==> config.mk <==
export PLATFORM = sky130hd
export DESIGN_NAME = gcs_ram
export DESIGN_NICKNAME = d
export VERILOG_FILES = /design/src/rtl/core/gcs_ram.sv
export SDC_FILE = /design/constraint.sdc
export NUM_CORES = 2
export LEC_CHECK = 0
export BUFFER_PORTS_ARGS = -buffer_cell sky130_fd_sc_hd__buf_2
export CORE_UTILIZATION = 35
export CTS_CLUSTER_SIZE = 24
export DETAILED_ROUTE_END_ITERATION = 8
export PLACE_DENSITY = 0.45
export SYNTH_ARGS = -nofsm -noshare
export SYNTH_HDL_FRONTEND = slang
export SYNTH_SLANG_ARGS = --single-unit
export TNS_END_PERCENT = 20
==> constraint.sdc <==
create_clock -name clk -period 4.5 [get_ports clk]
set_input_delay 0.675 -clock clk [delete_from_list [all_inputs] [get_ports clk]]
set_output_delay 0.675 -clock clk [all_outputs]
set_load 0.02 [all_outputs]
==> src/rtl/core/gcs_ram.sv <==
// Generic simple dual-port RAM with registered read.
`default_nettype none

module gcs_ram #(
    parameter int WIDTH = 16,
    parameter int DEPTH = 256
) (
    input  wire logic                     clk,
    input  wire logic                     we,
    input  wire logic [$clog2(DEPTH)-1:0] waddr,
    input  wire logic [WIDTH-1:0]         wdata,
    input  wire logic [$clog2(DEPTH)-1:0] raddr,
    output logic      [WIDTH-1:0]         rdata
);

    logic [WIDTH-1:0] mem [DEPTH];

    always_ff @(posedge clk)
    begin
        if (we)
        begin
            mem[waddr] <= wdata;
        end
        rdata <= mem[raddr];
    end

endmodule

`default_nettype wire

=== Word-level counts from Yosys, hierarchy flattened ===
Memories as Yosys holds them, arrays and structs flattened. A register that Yosys moved wholly into a read port is not among the register bits.
Index checks and enable logic that the tools add are counted.

* Output and inout bits: 16
* ROM bits: 0
* Latch bits: 0
* Register bits: 0
* Memories kept: 1
* Memory bits (writable): 4096
* Bits of input ports: 34
* Word-level logic and storage cells: 3

{| class="wikitable"
|+ Memories
! memory !! words !! width !! read ports !! clocked after Yosys merged registers in !! wr ports !! line !! source
|-
| mem || 256 || 16 || 1 || 1 || 1 || 16 || <nowiki>logic [WIDTH-1:0] mem [DEPTH];</nowiki>
|}

* $add $sub $neg: 0
* Eq/ne operators: 0
* $mul: 0
* Mux-type cells: 2
* Magnitude comparators: 0
* Shift-type cells: 0
* Div/mod/pow operators: 0
* Bitwise operators: 0
* Reductions and logical operators: 0

{| class="wikitable"
|+ Operators with widths
! cell !! number
|-
| 1-bit 2-to-1 mux || 2
|}

=== Logic depth before layout (Yosys ltp) ===
* Word-level depth: 2
* Depth in mapped cells: 12
* Gate-level depth less buffers: 6

=== Worst setup path after synthesis ===
OpenSTA, ideal clock, no wires.

* Path type: input port to flip-flop
* Start point: input waddr[3]
* End point: memory mem[235][0], enable pin
* Data required time: 4112 ps
* Cell stages on the path: 6
* Buffers on the path: 3
* Setup slack: 1660 ps
* Data arrival time: 2452 ps
* Setup time: 388 ps
* Cell sequence: clkbuf_1 > nor2b_1 > clkbuf_1 > nand4_1 > clkbuf_1 > nor2_1

{| class="wikitable"
|+ RTL lines
! element !! line !! source
|-
| from (decl) || 10 || <nowiki>input wire logic [$clog2(DEPTH)-1:0] waddr,</nowiki>
|-
| to (decl) || 16 ||
|}

Straight into the memory's write port.

==> reports/results.tsv <==
stage	metric	value	unit
clock_tree	cts_hold_buf	0	
worst_setup_path	crit_type	in -> reg	
grt	first_global_vias	80700	
route	first_pass_iters	6	
route	drt_iter0_markers	8523	
synth	synth_seq_area_share	77.7	%
floorplan	start_util	35.2	%
synth	syn_avg_cell_area	21.6	um2
grt	antenna_found_initial	35	
power	p_clk_share	43.6	%
timing	setup_tns	0	ns
timing	worst_slew_pin_slew	1.44	ns
route	routed_wl	490000	um
placement	dpl-instance-area	171000	um2
grt	overflow	0	
clock_tree	cts_root_buffer	clkbuf_16	
floorplan	row_count	246	
timing	min_period_over_period	77.7	%
clock_tree	tritoncts	done	
finish	finalNonFillerCells	14500	
power	leakage	58.8	nW
floorplan	fp.dieH	675	um
synth	ys_warn_count	0	
power	switchingPower	18.3	mW
timing	drv_slew	0	
synth	ys.flop_type	edfxtp_1	
power	p_comb_share	5.3	%
timing	fmax	0.286	GHz
clock_tree	clk_pin_slew	0.06	ns
hold_path	hold_depth	1	
worst_setup_path	critPathCaptureType	register	
floorplan	dieArea	456000	um2
finish	nets	8148	
route	vias	79600	
job	drv_cap	0	
synth	ys_top_cells_by_area	edfxtp_1, mux4_2, mux2i_1	
timing	rsz0062_at_grt	no	
route	ant_nets	0	
clock_tree	cts_buffers	449	
worst_setup_path	cp.required	5.39	ns
synth	syn_inst	7360	
clock_tree	insertion_delay	1.01	ns
floorplan	die_w	675	um
status	status	completed	
synth	synth_top_cell_by_area	edfxtp_1	
clock_tree	ctsHtreeMaxLevel	5	
placement	dpl.cell_count	13600	
clock_tree	clock_sinks	4112	
timing	final-hold-violation-count	0	
placement	dp_hpwl	301000	um
grt	grt_pass1_wl	675000	um
worst_setup_path	rrSetupSlack	1.15	ns
worst_setup_path	start_kind	input port	
synth	async_flop_share	0	%
timing	fin_worst_skew	0.0667	ns
synth	yosys_register_bits	4112	
timing	maxSlewHeadroom	3.41	%
route	drc_errors	0	
route	vias_per_cell	5.51	
timing	setup_viol	0	
finish	fin_area	185000	um2
grt	grt_usage	21.2	%
power	power_density	447	nW/um2
grt	grt_max_degree	124	
power	sw_frac_of_total	22.1	%
clock_tree	cts_resized	0	
synth	synth_fp_nets	7394	
clock_tree	cts_setup_buffers	0	
synth	synth_edf_count	4096	
synth	ys_types	52	
placement	port_buffers	49	
power	finalPower	82.7	mW
power	vdd_drop_max	0.000354	V
finish	fill_cells	39500	
timing	holdWs	0.114	ns
clock_tree	clockBufferDepth	4	
placement	routabilityCongestion	0.817	
worst_setup_path	arrival	4.39	ns
worst_setup_path	reg2regPathDepth	7	
power	seq_power_share	51.1	%
finish	drive_gt1_share	29.1	%
finish	syn2layout_area_growth	16.7	%
floorplan	io_pins	50	
power	cellInternalPower	64.4	mW
hold_path	hold_path_class	in -> reg	
synth	synth.cell_area	159000	um2
floorplan	core_area	450000	um2
worst_setup_path	cp_max_fo	22	
timing	fin_crit	3.50	ns
synth	synth.top_cell.area_share	77.5	%
route	avgRoutedWirePerCell	33.9	um
## critical path, stage by stage
cell and delay (ns):
buf_12 0.24, buf_12 0.27, buf_4 0.26, mux4_2 0.50, mux2_2 0.30, a22oi_1 0.59, nand2_1 0.23, o32ai_1 0.90
buf_4 0.27, nor4_1 0.06
## registers in the layout, indices dropped and copies added (netlist names)
signal,count
mem,4096
rdata,16
## per-stage QoR
| stage | worst slack (ns) | util [%] |
|---|---|---|
| 2_1_floorplan | 1.66 | - |
| 3_3_place_gp | -0.0863 | 37.9 |
| 3_5_place_dp | -0.0674 | 38.0 |
| 4_1_cts | 1.07 | 41.1 |
| 5_1_grt | 0.962 | 41.1 |
| 6_report | 1.00 | 41.1 |
## synth_stat cells (3+ instances only)
library cell / count
mux2_2: 88
or2_2: 4
nand4b_1: 3
nor2_1: 304
nor2b_1: 9
a22o_1: 32
buf_8: 11
buf_2: 76
edfxtp_1: 4096
o21ai_0: 37
and3_1: 11
nand2b_1: 3
mux2i_1: 565
o22ai_1: 148
buf_12: 5
a211oi_1: 18
nand3_1: 35
a22oi_1: 43
clkbuf_1: 230
a31oi_1: 6
o32ai_1: 20
nand4_1: 26
inv_1: 3
o31ai_1: 16
nand2_1: 38
a21oi_1: 175
nor4_1: 17
buf_1: 27
a221oi_1: 28
buf_4: 26
mux4_2: 797
nor3_1: 92
a2111oi_0: 6
buf_6: 77
dfxtp_1: 16
o221ai_1: 252
## power by group through the flow
stage | combinational, mW | sequential, mW | clock [mW]
floorplan | 2.08 | 43.1 | 0
global placement | 4.39 | 43.1 | 0
detailed placement | 4.43 | 43.1 | 0
CTS | 4.44 | 42.3 | 36.8
global route | 4.57 | 42.3 | 38.1
finish | 4.36 | 42.3 | 36.1
## cell usage in the layout, fill, tap and decap left out, types with 19 or more instances in the layout
cell type	netlist	final
edfxtp_1	4096	4096
mux4_2	797	797
buf_4	26	622
mux2i_1	565	565
clkbuf_16	0	456
o221ai_1	252	252
nor2_2	0	181
a21oi_1	175	175
o22ai_1	148	148
nor2_1	304	122
clkinv_1	0	109
clkbuf_1	230	95
mux2_2	88	88
nor3_1	92	88
buf_12	5	86
clkinv_2	0	77
a22oi_1	43	43
nand2_1	38	37
o21ai_0	37	37
bufinv_16	0	37
a22o_1	32	32
a221oi_1	28	28
buf_2	76	28
nand4_1	26	26
nand3_1	35	26
diode_2	0	23
o32ai_1	20	19
## layout make-up
cell class,instances,area [um2],share of cell area (%)
Antenna cell,23,57.6,0.0311
Clock buffer,557,11900,6.40
Tap cell,5952,7450,4.02
Multi-Input combinational cell,2792,33300,18.0
Timing Repair Buffer,755,6810,3.68
Clock inverter,261,2440,1.32
Sequential cell,4112,123000,66.6
Inverter,4,27.5,0.0149
## metal layers
| layer | part of all wire [%] | GRT usage [%] |
|---|---|---|
| met1 | 44 | 30.0 |
| met2 | 48 | 34.6 |
| met3 | 5.8 | 3.35 |
| met4 | 2.3 | 4.46 |
| met5 | 0.0041 | 0 |
## cells by family (layout without fill, tap and decap cells)
family	Yosys count	count (layout)	synth area share (%)
other	0	23	0
and+or+nand+nor	556	556	1.57
DFF	4112	4112	77.7
muxes	1450	1450	15.5
buffers and inverters	456	1577	1.69
AOI/OAI and AO/OA	786	786	3.54
## final timing paths
check / from / end
max: raddr[0] / rdata[14]
min: wdata[6] / mem[31][6]
max reg2reg: mem[7][14] / rdata[14]
min reg2reg: mem[218][0] / rdata[0]
Power figures use the tool's default switching activity.
